[src/hw/rtl/sar_pkg.sv]
`timescale 1ns / 1ps
// ----------------------------------------------------------------------------
// sar_pkg
// Shared widths, reset values and the controller-to-datapath command word
// for the alternate-block string reverser.
// ----------------------------------------------------------------------------
package sar_pkg;

	localparam int BYTE_W        = 8;
	localparam int BLOCK_LEN_W   = 7;
	localparam int MAX_BLOCK_DEF = 64;

	localparam logic [BLOCK_LEN_W-1:0] BLOCK_LEN_RST = 7'd1;

	// one command per cycle from the controller
	typedef struct packed {
		logic push;         // write incoming byte to the stack
		logic rd_en;        // launch a stack read
		logic load;         // load the output register
		logic sel_mem;      // 1: stack read data, 0: incoming byte
		logic run_end;
		logic string_done;
	} sar_cmd_t;

	typedef struct packed {
		logic out_free;     // output register empty or being taken
	} sar_stat_t;

endpackage

[src/hw/rtl/sar_if.sv]
`timescale 1ns / 1ps
// ----------------------------------------------------------------------------
// sar_if
// Valid/ready channels: incoming string bytes and outgoing result words.
// ----------------------------------------------------------------------------
interface sar_in_if;
	logic                       valid;
	logic                       ready;
	logic [sar_pkg::BYTE_W-1:0] byte_in;
	logic                       string_end;

	modport source (output valid, output byte_in, output string_end, input ready);
	modport sink   (input valid, input byte_in, input string_end, output ready);
endinterface

interface sar_out_if;
	logic                       valid;
	logic                       ready;
	logic [sar_pkg::BYTE_W-1:0] byte_out;
	logic                       run_end;
	logic                       string_done;

	modport source (output valid, output byte_out, output run_end, output string_done,
		input ready);
	modport sink   (input valid, input byte_out, input run_end, input string_done,
		output ready);
endinterface

[src/hw/rtl/segment_alternate_reverser.sv]
`timescale 1ns / 1ps
// ----------------------------------------------------------------------------
// segment_alternate_reverser
// Alternate-block byte string reverser. Bytes arrive one word at a time with
// string_end on the last byte of a string. From each string start, the first
// block_len bytes of every 2*block_len window come out reversed and the next
// block_len pass unchanged; a string ending mid-block flushes the partial
// block reversed, and the next string starts afresh. block_len (cfg_wdata,
// 7 bits, reset 1) reads 0 as 1 and saturates at MAX_BLOCK; write it only
// while the block is idle. A byte that completes a reversed block of n bytes
// goes straight from the input into the output register, and the other n-1
// follow one per cycle from the stack's single read port while the output
// register is free, the input being held meanwhile. Result words sit in one
// output register, so a stalled sink stops the block only once that register
// is full.
// ----------------------------------------------------------------------------
module segment_alternate_reverser #(
	parameter int MAX_BLOCK = sar_pkg::MAX_BLOCK_DEF
) (
	input  logic                            clk,
	input  logic                            arst_n,
	input  logic                            cfg_we,
	input  logic [sar_pkg::BLOCK_LEN_W-1:0] cfg_wdata,
	sar_in_if.sink                          upstream,
	sar_out_if.source                       downstream
);

	localparam int AW = (MAX_BLOCK > 1) ? $clog2(MAX_BLOCK) : 1;

	sar_pkg::sar_cmd_t  cmd;
	sar_pkg::sar_stat_t stat;
	logic [AW-1:0]      wr_addr;
	logic [AW-1:0]      rd_addr;
	logic               in_ready;

	assign upstream.ready = in_ready;

	// counters, phase tracking and the reversed-block drain sequence
	sar_ctrl #(
		.MAX_BLOCK (MAX_BLOCK)
	) u_ctrl (
		.clk       (clk),
		.arst_n    (arst_n),
		.cfg_we    (cfg_we),
		.cfg_wdata (cfg_wdata),
		.in_valid  (upstream.valid),
		.in_last   (upstream.string_end),
		.in_ready  (in_ready),
		.stat      (stat),
		.cmd       (cmd),
		.wr_addr   (wr_addr),
		.rd_addr   (rd_addr)
	);

	// stack memory and output word register
	sar_dp #(
		.MAX_BLOCK (MAX_BLOCK)
	) u_dp (
		.clk     (clk),
		.arst_n  (arst_n),
		.cmd     (cmd),
		.wr_addr (wr_addr),
		.rd_addr (rd_addr),
		.byte_in (upstream.byte_in),
		.stat    (stat),
		.down    (downstream)
	);

endmodule

[src/hw/rtl/sar_dp.sv]
`timescale 1ns / 1ps
// ----------------------------------------------------------------------------
// sar_dp
// Datapath: byte stack memory with registered read, and output register.
// ----------------------------------------------------------------------------
module sar_dp #(
	parameter int MAX_BLOCK = sar_pkg::MAX_BLOCK_DEF,
	localparam int AW = (MAX_BLOCK > 1) ? $clog2(MAX_BLOCK) : 1
) (
	input  logic                       clk,
	input  logic                       arst_n,
	input  sar_pkg::sar_cmd_t          cmd,
	input  logic [AW-1:0]              wr_addr,
	input  logic [AW-1:0]              rd_addr,
	input  logic [sar_pkg::BYTE_W-1:0] byte_in,
	output sar_pkg::sar_stat_t         stat,
	sar_out_if.source                  down
);

	logic [sar_pkg::BYTE_W-1:0] stack_mem [MAX_BLOCK];
	logic [sar_pkg::BYTE_W-1:0] rd_data_q;
	logic [sar_pkg::BYTE_W-1:0] byte_q;
	logic                       run_end_q;
	logic                       done_q;
	logic                       valid_q;

	always_ff @(posedge clk) begin
		if (cmd.push) begin
			stack_mem[wr_addr] <= byte_in;
		end
		if (cmd.rd_en) begin
			rd_data_q <= stack_mem[rd_addr];
		end
	end

	always_ff @(posedge clk) begin
		if (cmd.load) begin
			byte_q    <= cmd.sel_mem ? rd_data_q : byte_in;
			run_end_q <= cmd.run_end;
			done_q    <= cmd.string_done;
		end
	end

	always_ff @(posedge clk or negedge arst_n) begin
		if (!arst_n) begin
			valid_q <= 1'b0;
		end else if (cmd.load) begin
			valid_q <= 1'b1;
		end else if (down.ready) begin
			valid_q <= 1'b0;
		end
	end

	assign stat.out_free    = !valid_q || down.ready;
	assign down.valid       = valid_q;
	assign down.byte_out    = byte_q;
	assign down.run_end     = run_end_q;
	assign down.string_done = done_q;

endmodule

[src/hw/rtl/sar_ctrl.sv]
`timescale 1ns / 1ps
// ----------------------------------------------------------------------------
// sar_ctrl
// Controller: phase and fill counters, block length register, drain sequencer.
// ----------------------------------------------------------------------------
module sar_ctrl #(
	parameter int MAX_BLOCK = sar_pkg::MAX_BLOCK_DEF,
	localparam int AW = (MAX_BLOCK > 1) ? $clog2(MAX_BLOCK) : 1,
	localparam int CW = $clog2(MAX_BLOCK + 1)
) (
	input  logic                            clk,
	input  logic                            arst_n,
	input  logic                            cfg_we,
	input  logic [sar_pkg::BLOCK_LEN_W-1:0] cfg_wdata,
	input  logic                            in_valid,
	input  logic                            in_last,
	output logic                            in_ready,
	input  sar_pkg::sar_stat_t              stat,
	output sar_pkg::sar_cmd_t               cmd,
	output logic [AW-1:0]                   wr_addr,
	output logic [AW-1:0]                   rd_addr
);

	localparam logic ST_IDLE  = 1'b0;
	localparam logic ST_DRAIN = 1'b1;

	logic                            state_q;
	logic [sar_pkg::BLOCK_LEN_W-1:0] block_len_q;
	logic [sar_pkg::BLOCK_LEN_W-1:0] eff_len;
	logic [CW-1:0]                   fill_q;
	logic [CW-1:0]                   pass_q;
	logic                            phase_q;    // 0 reverse, 1 pass
	logic [AW-1:0]                   idx_q;      // stack entry in rd_data
	logic                            last_q;
	logic [CW-1:0]                   fill_inc;
	logic [CW-1:0]                   pass_inc;
	logic                            accept;
	logic                            flush;
	logic                            pass_end;

	always_comb begin
		if (block_len_q == '0) begin
			eff_len = sar_pkg::BLOCK_LEN_W'(1);
		end else if (block_len_q > sar_pkg::BLOCK_LEN_W'(MAX_BLOCK)) begin
			eff_len = sar_pkg::BLOCK_LEN_W'(MAX_BLOCK);
		end else begin
			eff_len = block_len_q;
		end
	end

	assign fill_inc = fill_q + 1'b1;
	assign pass_inc = pass_q + 1'b1;
	assign in_ready = (state_q == ST_IDLE) && stat.out_free;
	assign accept   = in_valid && in_ready;
	assign flush    = !phase_q && ((sar_pkg::BLOCK_LEN_W'(fill_inc) >= eff_len) || in_last);
	assign pass_end = phase_q && ((sar_pkg::BLOCK_LEN_W'(pass_inc) >= eff_len) || in_last);
	assign wr_addr  = AW'(fill_q);
	assign rd_addr  = (state_q == ST_IDLE) ? AW'(fill_q - 1'b1) : (idx_q - 1'b1);

	always_comb begin
		cmd = '0;
		unique case (state_q)
			ST_IDLE: begin
				if (accept) begin
					if (!phase_q) begin
						cmd.push = 1'b1;
						if (flush) begin
							// newest byte leaves first, straight from the input
							cmd.load        = 1'b1;
							cmd.run_end     = (fill_q == '0);
							cmd.string_done = (fill_q == '0) && in_last;
							cmd.rd_en       = (fill_q != '0);
						end
					end else begin
						cmd.load        = 1'b1;
						cmd.run_end     = 1'b1;
						cmd.string_done = in_last;
					end
				end
			end
			ST_DRAIN: begin
				if (stat.out_free) begin
					cmd.load        = 1'b1;
					cmd.sel_mem     = 1'b1;
					cmd.run_end     = (idx_q == '0);
					cmd.string_done = (idx_q == '0) && last_q;
					cmd.rd_en       = (idx_q != '0);
				end
			end
			default: cmd = '0;
		endcase
	end

	always_ff @(posedge clk or negedge arst_n) begin
		if (!arst_n) begin
			block_len_q <= sar_pkg::BLOCK_LEN_RST;
		end else if (cfg_we) begin
			block_len_q <= cfg_wdata;
		end
	end

	always_ff @(posedge clk or negedge arst_n) begin
		if (!arst_n) begin
			state_q <= ST_IDLE;
			fill_q  <= '0;
			pass_q  <= '0;
			phase_q <= 1'b0;
			idx_q   <= '0;
			last_q  <= 1'b0;
		end else begin
			unique case (state_q)
				ST_IDLE: begin
					if (accept) begin
						if (!phase_q) begin
							if (flush) begin
								fill_q  <= '0;
								pass_q  <= '0;
								phase_q <= !in_last;
								last_q  <= in_last;
								if (fill_q != '0) begin
									idx_q   <= AW'(fill_q - 1'b1);
									state_q <= ST_DRAIN;
								end
							end else begin
								fill_q <= fill_inc;
							end
						end else if (pass_end) begin
							phase_q <= 1'b0;
							pass_q  <= '0;
						end else begin
							pass_q <= pass_inc;
						end
					end
				end
				ST_DRAIN: begin
					if (stat.out_free) begin
						if (idx_q == '0) begin
							state_q <= ST_IDLE;
						end else begin
							idx_q <= idx_q - 1'b1;
						end
					end
				end
				default: state_q <= ST_IDLE;
			endcase
		end
	end

endmodule
[src/flat_wrapper.sv]
// flat-port wrapper written by rule: the top's interface ports become plain ports
module segment_alternate_reverser_flat 
#(
	parameter int MAX_BLOCK = sar_pkg::MAX_BLOCK_DEF
)
  (clk, arst_n, cfg_we, cfg_wdata, upstream_valid, upstream_byte_in, upstream_string_end, upstream_ready, downstream_valid, downstream_byte_out, downstream_run_end, downstream_string_done, downstream_ready);
  sar_in_if upstream_i ();
  sar_out_if downstream_i ();
  input  logic clk;
  input  logic arst_n;
  input  logic cfg_we;
  input  logic [sar_pkg::BLOCK_LEN_W-1:0] cfg_wdata;
  input wire logic [$bits(upstream_i.valid)-1:0] upstream_valid;
  input wire logic [$bits(upstream_i.byte_in)-1:0] upstream_byte_in;
  input wire logic [$bits(upstream_i.string_end)-1:0] upstream_string_end;
  output wire logic [$bits(upstream_i.ready)-1:0] upstream_ready;
  output wire logic [$bits(downstream_i.valid)-1:0] downstream_valid;
  output wire logic [$bits(downstream_i.byte_out)-1:0] downstream_byte_out;
  output wire logic [$bits(downstream_i.run_end)-1:0] downstream_run_end;
  output wire logic [$bits(downstream_i.string_done)-1:0] downstream_string_done;
  input wire logic [$bits(downstream_i.ready)-1:0] downstream_ready;
  assign upstream_i.valid = upstream_valid;
  assign upstream_i.byte_in = upstream_byte_in;
  assign upstream_i.string_end = upstream_string_end;
  assign upstream_ready = upstream_i.ready;
  assign downstream_valid = downstream_i.valid;
  assign downstream_byte_out = downstream_i.byte_out;
  assign downstream_run_end = downstream_i.run_end;
  assign downstream_string_done = downstream_i.string_done;
  assign downstream_i.ready = downstream_ready;
  segment_alternate_reverser #(.MAX_BLOCK(MAX_BLOCK)) u_core (.clk(clk), .arst_n(arst_n), .cfg_we(cfg_we), .cfg_wdata(cfg_wdata), .upstream(upstream_i), .downstream(downstream_i));
endmodule
[config.mk]
export PLATFORM = sky130hd
export DESIGN_NAME = segment_alternate_reverser_flat
export DESIGN_NICKNAME = d
export VERILOG_FILES = /design/src/hw/rtl/sar_pkg.sv /design/src/hw/rtl/sar_if.sv /design/src/hw/rtl/segment_alternate_reverser.sv /design/src/hw/rtl/sar_dp.sv /design/src/hw/rtl/sar_ctrl.sv /design/src/flat_wrapper.sv
export SDC_FILE = /design/constraint.sdc
export NUM_CORES = 1
export LEC_CHECK = 0
export ABC_AREA = 1
export ABC_CLOCK_PERIOD_IN_PS = 2900
export BUFFER_PORTS_ARGS = -buffer_cell sky130_fd_sc_hd__buf_2
export CAP_MARGIN = 20
export CORE_AREA = 4 4 305 307
export CTS_CLUSTER_DIAMETER = 100
export DETAILED_ROUTE_END_ITERATION = 7
export DIE_AREA = 0 0 309 311
export PLACE_DENSITY_LB_ADDON = 0.12
export SKIP_CTS_REPAIR_TIMING = 1
export SYNTH_ARGS = -nofsm -noshare
export SYNTH_HDL_FRONTEND = slang
export SYNTH_SLANG_ARGS = --single-unit
[constraint.sdc]
create_clock -name clk -period 2.9 [get_ports clk]
set_clock_uncertainty 0.2 [all_clocks]
set_input_delay 0.58 -clock clk [delete_from_list [all_inputs] [get_ports clk]]
set_output_delay 0.58 -clock clk [all_outputs]
set_load 0.05 [all_outputs]
==> results.sh, run 1 <==
export IMPL_yosys_area_top_type="edfxtp_1"
export IMPL_power_leakage_nw=12.4
export IMPL_status="complete, but fails checks"
export IMPL_finalSetupViolCount=0
export IMPL_instances_no_fill=3830
export IMPL_total_power_mw=36.9
export IMPL_wl_per_cell_um=20.7
export IMPL_cts_sinks=561
export IMPL_p_per_area_mw_per_mm2=1230
export IMPL_antenna_found_initial=2
export IMPL_vias=17300
export IMPL_cts_htree_levels=3
export IMPL_postRouteWirelength_um=79500
export IMPL_start_util=0.279
export IMPL_synth_edf_count=530
export IMPL_hp_class="in2reg"
export IMPL_drt_iter0_drc=1306
export IMPL_grt_use_total=0.165
export IMPL_fin_crit_sh=0.944
export IMPL_end_kind="register"
export IMPL_syn_inst=2473
export IMPL_place_inst=3706
export IMPL_dominantRegCellSynth="edfxtp_1"
export IMPL_timing_hold_violations_final=1
export IMPL_drive_above_1_share=0.123
export IMPL_die_height_um=311
export IMPL_synth_seq_area_share=0.664
export IMPL_globalRoute_totalOverflow=0
export IMPL_hold_ws_ns=-0.00482
export IMPL_cap_violations=0
export IMPL_cts_tree="yes"
export IMPL_syn_area_mm2=0.0251
export IMPL_grt_pass1_vias=17200
export IMPL_grt_pass1_wl_um=117000
export IMPL_num_rows=110
export IMPL_synth_cell_type_count=40
export IMPL_detail_route_antenna_nets=0
export IMPL_async_reset_ff_frac=0.0553
export IMPL_worst_pin_slew_ns=0.858
export IMPL_ios=33
export IMPL_root_buffer="clkbuf_16"
export IMPL_place_gp_congestion=0.838
export IMPL_grt_max_degree=75
export IMPL_setup_tns_final_ns=0
export IMPL_synth_top_area_frac=0.633
export IMPL_insertion_delay_ns=0.61
export IMPL_drc_errors=0
export IMPL_cts_made_buffers=66
export IMPL_drv_slew=0
export IMPL_worst_setup_path_start_kind="register"
export IMPL_clock_path_buffers=3
export IMPL_violations="hold timing"
export IMPL_maxSlewHeadroom=0.426
export IMPL_max_vdd_ir_drop_mv=0.735
export IMPL_syn_nets=2510
export IMPL_crit_fanout=27
export IMPL_critPathKind="reg2reg"
export IMPL_arrival_ns=2.89
export IMPL_vias_per_cell=4.52
export IMPL_hpwl_um=52600
export IMPL_die_area_mm2=0.0961
export IMPL_die_x_um=309
export IMPL_synth_area_leaders="edfxtp_1 (63%), nand2_1 (11%), nand3_1 (9.1%)"
export IMPL_synth_area_per_cell_um2=10.2
export IMPL_yosys_warnings=0
export IMPL_fmax_ghz=0.365
export IMPL_final_nets=2641
export IMPL_final_util=0.332
export IMPL_antenna_cells=0
export IMPL_synth_common_cells="nand2_1 (752), edfxtp_1 (530), nand3_1 (457)"
export IMPL_yosysMostFrequentCell="nand2_1"
export IMPL_synth_seq_cells=561
export IMPL_area_growth_pct=19.0
export IMPL_clk_pin_slew_worst_paths_ns=0.06
export IMPL_required_ns=3.06
export IMPL_coreArea_mm2=0.0900
export IMPL_portBuffers=32
export IMPL_rsz0062_at_grt="yes"
export IMPL_period_needed_ns=2.74
export IMPL_firstDrtPassIters=6
[layout by cell type (no fill, tap or decap), types with 5 or more instances in the layout]
cell       count
nand2_2        8
buf_4        104
nand3_2        9
clkbuf_16     66
bufinv_16      6
nor2_1        76
o211ai_1       8
inv_2          5
edfxtp_1     530
clkinv_2      19
o21ai_0       19
clkbuf_1      10
clkinv_1       8
xor2_1         7
nand2_1      750
buf_12        36
dfrtp_1       28
nand3_1      454
inv_1        394
a21oi_1        6
ha_1          15
buf_2         32
nand4_1        6
[cell type report]
| cell class | instances | area [µm²] |
|---|---|---|
| Sequential cell | 561 | 16700 |
| Inverter | 403 | 1520 |
| Multi-Input combinational cell | 1397 | 6420 |
| Timing Repair Buffer | 175 | 1690 |
| Fill cell | 9215 | 60100 |
| Clock inverter | 40 | 393 |
| Clock buffer | 78 | 1720 |
| Tap cell | 1176 | 1470 |
[worst max-delay path: stages, from the launching register on]
cell and delay, ns:
dfrtp_2 0.46, inv_6 0.06, buf_4 0.19, nand2_4 0.15, nand2_8 0.22, buf_12 0.21
nand2_1 0.07, nand3_1 0.12, nand3_1 0.12, nand3_1 0.14, nand3_1 0.28, nand3_1 0.18
nand2_1 0.06
[flip-flops by register name, indices dropped and copies added (netlist names), 6 cells and up]
signal,count
u_core.u_dp.stack_mem,512
u_core.u_dp.down.byte_out,8
u_core.u_dp.rd_data_q,8
u_core.u_ctrl.block_len_q,7
u_core.u_ctrl.fill_q,7
u_core.u_ctrl.pass_q,7
u_core.u_ctrl.idx_q,6
[where the power goes]
| group | internal, mW | switching (mW) | total, mW |
|---|---|---|---|
| Combinational | 5.70 | 13.3 | 19.0 |
| Sequential | 9.36 | 0.313 | 9.67 |
| Clock | 4.79 | 3.41 | 8.20 |
[logic make-up after synthesis]
| family | after synthesis | share of synthesized area |
|---|---|---|
| AND/OR/NAND/NOR | 1324 | 0.226 |
| flip-flops | 561 | 0.664 |
| buffers and inverters | 516 | 0.0841 |
| AO/OA/AOI/OAI | 43 | 0.0110 |
| adder cells (fa/ha/maj) | 16 | 0.00797 |
| XOR/XNOR | 10 | 0.00498 |
| multiplexers | 3 | 0.00134 |
[layer usage]
metal | track usage | up-vias | wire length [µm]
met5 | 0 | - | 0
met4 | 0.0510 | 0 | 2210
li1 | - | 8348 | -
met3 | 0.0219 | 106 | 3180
met2 | 0.273 | 371 | 38100
met1 | 0.224 | 8501 | 36000
[through the flow]
step           setup WS [ns]  area, µm²
6_report               0.163      29900
5_1_grt             -0.00848      29900
4_1_cts              -0.0516      29800
3_5_place_dp         -0.0660      27700
3_3_place_gp          -0.186      27700
2_1_floorplan          0.115      25100
[worst paths after layout]
check / startpoint / to / slack, ns / depth (start not counted)
max: u_core.u_ctrl.state_q$_DFF_PN0_ / u_core.u_dp.rd_data_q[3]$_DFFE_PP_ / 0.16 / 12
min: cfg_wdata[5] / u_core.u_ctrl.block_len_q[5]$_DFFE_PN0P_ / -0.005 / 3
max reg2reg: u_core.u_ctrl.state_q$_DFF_PN0_ / u_core.u_dp.rd_data_q[3]$_DFFE_PP_ / 0.16 / 12
min reg2reg: u_core.u_ctrl.last_q$_DFFE_PN0P_ / u_core.u_ctrl.last_q$_DFFE_PN0P_ / 0.31 / 2
max in group asynchronous: arst_n / u_core.u_ctrl.idx_q[0]$_DFFE_PN0P_ / 1.55 / 2
min in group asynchronous: arst_n / u_core.u_ctrl.block_len_q[2]$_DFFE_PN0P_ / 0.40 / 2
No activity file was read; power rests on OpenSTA's default activity.
==> run 2: changes to the inputs <==
- ABC_AREA: 1 -> default
- CORE_AREA: 4 4 305 307 -> 4 4 291 293
- DIE_AREA: 0 0 309 311 -> 0 0 295 297
==> results.sh, run 2 <==
export IMPL_status="complete, but fails checks"
export IMPL_violations="setup timing"
export IMPL_globalRoute_totalOverflow=0
export IMPL_antenna_cells=0
export IMPL_max_vdd_ir_drop_mv=0.689
export IMPL_rsz0062_at_grt="yes"
export IMPL_final_common_cell="edfxtp_1"
export IMPL_p_per_area_mw_per_mm2=1300
export IMPL_num_rows=105
export IMPL_synth_seq_area_share=0.730
export IMPL_synthSimpleGateAreaFrac=0.0855
export IMPL_cap_violations=0
export IMPL_clk_pin_slew_worst_paths_ns=0.06
export IMPL_die_height_um=297
export IMPL_largest_register_ffs=512
export IMPL_arrival_ns=3.31
export IMPL_worst_setup_path_start_kind="register"
export IMPL_dpl_cell_area_mm2=0.0262
export IMPL_synth_xor_area_share=0.00640
export IMPL_synth_seq_cells=561
export IMPL_pre_cts_ws_ns=-0.846
export IMPL_cts_made_buffers=66
export IMPL_crit_start="u_core.u_ctrl.state_q$_DFF_PN0_"
export IMPL_yosys_warnings=0
export IMPL_synthAdderAreaFrac=0.00875
export IMPL_vias_per_cell=4.68
export IMPL_worst_pin_slew_ns=0.813
export IMPL_synth_common_cells="edfxtp_1 (530), nand2_1 (218), nor2_1 (104)"
export IMPL_hp_start="cfg_wdata[1]"
export IMPL_syn_area_mm2=0.0229
export IMPL_synthMuxAreaShare=0.112
export IMPL_cts_sinks=561
export IMPL_firstDrtPassIters=5
export IMPL_period_needed_ns=3.16
export IMPL_yosys_area_top_type="edfxtp_1"
export IMPL_crit_fanout=8
export IMPL_place_gp_congestion=0.780
export IMPL_fmax_ghz=0.316
export IMPL_die_x_um=295
export IMPL_synth_area_leaders="edfxtp_1 (70%), mux4_2 (8.7%), nand2_1 (3.6%)"
export IMPL_cts_tree="yes"
export IMPL_grt_max_degree=66
export IMPL_synth_compound_area_frac=0.0392
export IMPL_maxSlewHeadroom=0.458
export IMPL_final_cell_mix="edfxtp_1 (530), buf_4 (228), nand2_1 (217), nor2_1 (100), mux4_2 (88)"
export IMPL_cts_htree_levels=3
export IMPL_clock_path_buffers=3
export IMPL_grt_pass1_vias=13600
export IMPL_min_path_cells=2
export IMPL_final_nets=1721
export IMPL_postRouteWirelength_um=66700
export IMPL_synth_edf_count=530
export IMPL_end_kind="register"
export IMPL_syn_nets=1429
export IMPL_dominantRegCellSynth="edfxtp_1"
export IMPL_antenna_found_initial=0
export IMPL_ff2ff_path_depth=10
export IMPL_synth_cell_type_count=62
export IMPL_hp_class="in2reg"
export IMPL_synth_top_family_by_area="multiplexers"
export IMPL_yosysMostFrequentCell="edfxtp_1"
export IMPL_grt_use_total=0.152
export IMPL_required_ns=3.05
export IMPL_vias=13100
export IMPL_syn_inst=1392
export IMPL_drc_errors=0
export IMPL_synth_top_area_frac=0.696
export IMPL_coreArea_mm2=0.0818
export IMPL_drive_above_1_share=0.311
export IMPL_r2r_start="u_core.u_ctrl.state_q$_DFF_PN0_"
export IMPL_crit_chain="mux2i_4, ha_4, xnor2_4, buf_12, buf_16, mux4_2, mux2i_2, o22ai_2, a311o_1, a31o_1"
export IMPL_wl_per_cell_um=23.8
export IMPL_final_area_mm2=0.0287
export IMPL_detail_route_antenna_nets=0
export IMPL_critPathKind="reg2reg"
export IMPL_setup_tns_final_ns=-2.86
export IMPL_synth_area_per_cell_um2=16.4
export IMPL_fin_crit_sh=1.09
export IMPL_async_reset_ff_frac=0.0553
export IMPL_slowest_stage="mux4_2"
export IMPL_timing_hold_violations_final=0
export IMPL_grt_pass1_wl_um=97300
export IMPL_drt_iter0_drc=1005
export IMPL_start_util=0.280
export IMPL_insertion_delay_ns=0.59
export IMPL_ios=33
export IMPL_critPathMaxStageDelay_ns=0.51
export IMPL_area_growth_pct=25.5
export IMPL_root_buffer="clkbuf_16"
export IMPL_portBuffers=32
export IMPL_largest_register="u_core.u_dp.stack_mem"
export IMPL_hpwl_um=44700
export IMPL_finalWorstSetupSlack_ns=-0.265
export IMPL_die_area_mm2=0.0876
export IMPL_finalSetupViolCount=36
export IMPL_drv_slew=0
export IMPL_power_leakage_nw=10.0
[run 2: where the power goes]
part	internal [mW]	switching (mW)
logic	9.16	10.8
registers	9.28	0.212
clock network	4.72	3.20
total	23.2	14.2
[run 2: logic make-up after synthesis]
family,count (synthesis)
flip-flops,561
AND/OR/NAND/NOR,448
multiplexers,144
AO/OA/AOI/OAI,126
buffers and inverters,82
adder cells (fa/ha/maj),16
XOR/XNOR,15
[run 2: final timing paths]
path                                                            end  slack [ns]
max                              u_core.u_dp.rd_data_q[2]$_DFFE_PP_       -0.26
min                        u_core.u_ctrl.block_len_q[1]$_DFFE_PN0P_        0.04
max reg2reg                      u_core.u_dp.rd_data_q[2]$_DFFE_PP_       -0.26
min reg2reg                        u_core.u_ctrl.last_q$_DFFE_PN0P_        0.31
max in group asynchronous           u_core.u_ctrl.state_q$_DFF_PN0_        1.52
min in group asynchronous        u_core.u_ctrl.idx_q[0]$_DFFE_PN0P_        0.43
[run 2: final cells by class]
cell class | instances | area, µm²
multi-input combinational | 749 | 6050
timing repair buffer | 295 | 2540
clock buffer | 82 | 1800
tap | 1070 | 1340
sequential | 561 | 16700
inverter | 11 | 46.3
clock inverter | 30 | 246
fill | 7840 | 53100
[run 2: metrics by stage]
stage	power (mW)	instances	hold WS, ns	util
2_1_floorplan	20.3	1392	0.0844	-
3_3_place_gp	28.4	2673	0.290	0.320
3_5_place_dp	28.4	2673	0.293	0.320
4_1_cts	36.4	2785	-0.122	0.345
5_1_grt	39.5	2798	0.0218	0.351
6_report	37.4	2798	0.0356	0.351
[run 2: layer usage]
| layer | vias to the layer above | global-route usage | wire, µm |
|---|---|---|---|
| li1 | 6001 | - | - |
| met1 | 6760 | 0.209 | 30300 |
| met2 | 252 | 0.249 | 32100 |
| met3 | 77 | 0.0243 | 2720 |
| met4 | 0 | 0.0471 | 1530 |
| met5 | - | 0 | 0 |
[run 2: critical path, delay by kind of cell (launching register included)]
family / cells / cell delay (ns)
adders and majority gates: 1 / 0.19
xor gates and xnor gates: 1 / 0.13
AOI/OAI and AO/OA: 3 / 0.59
buffers and inverters: 2 / 0.32
DFF: 1 / 0.48
muxes: 3 / 1.01
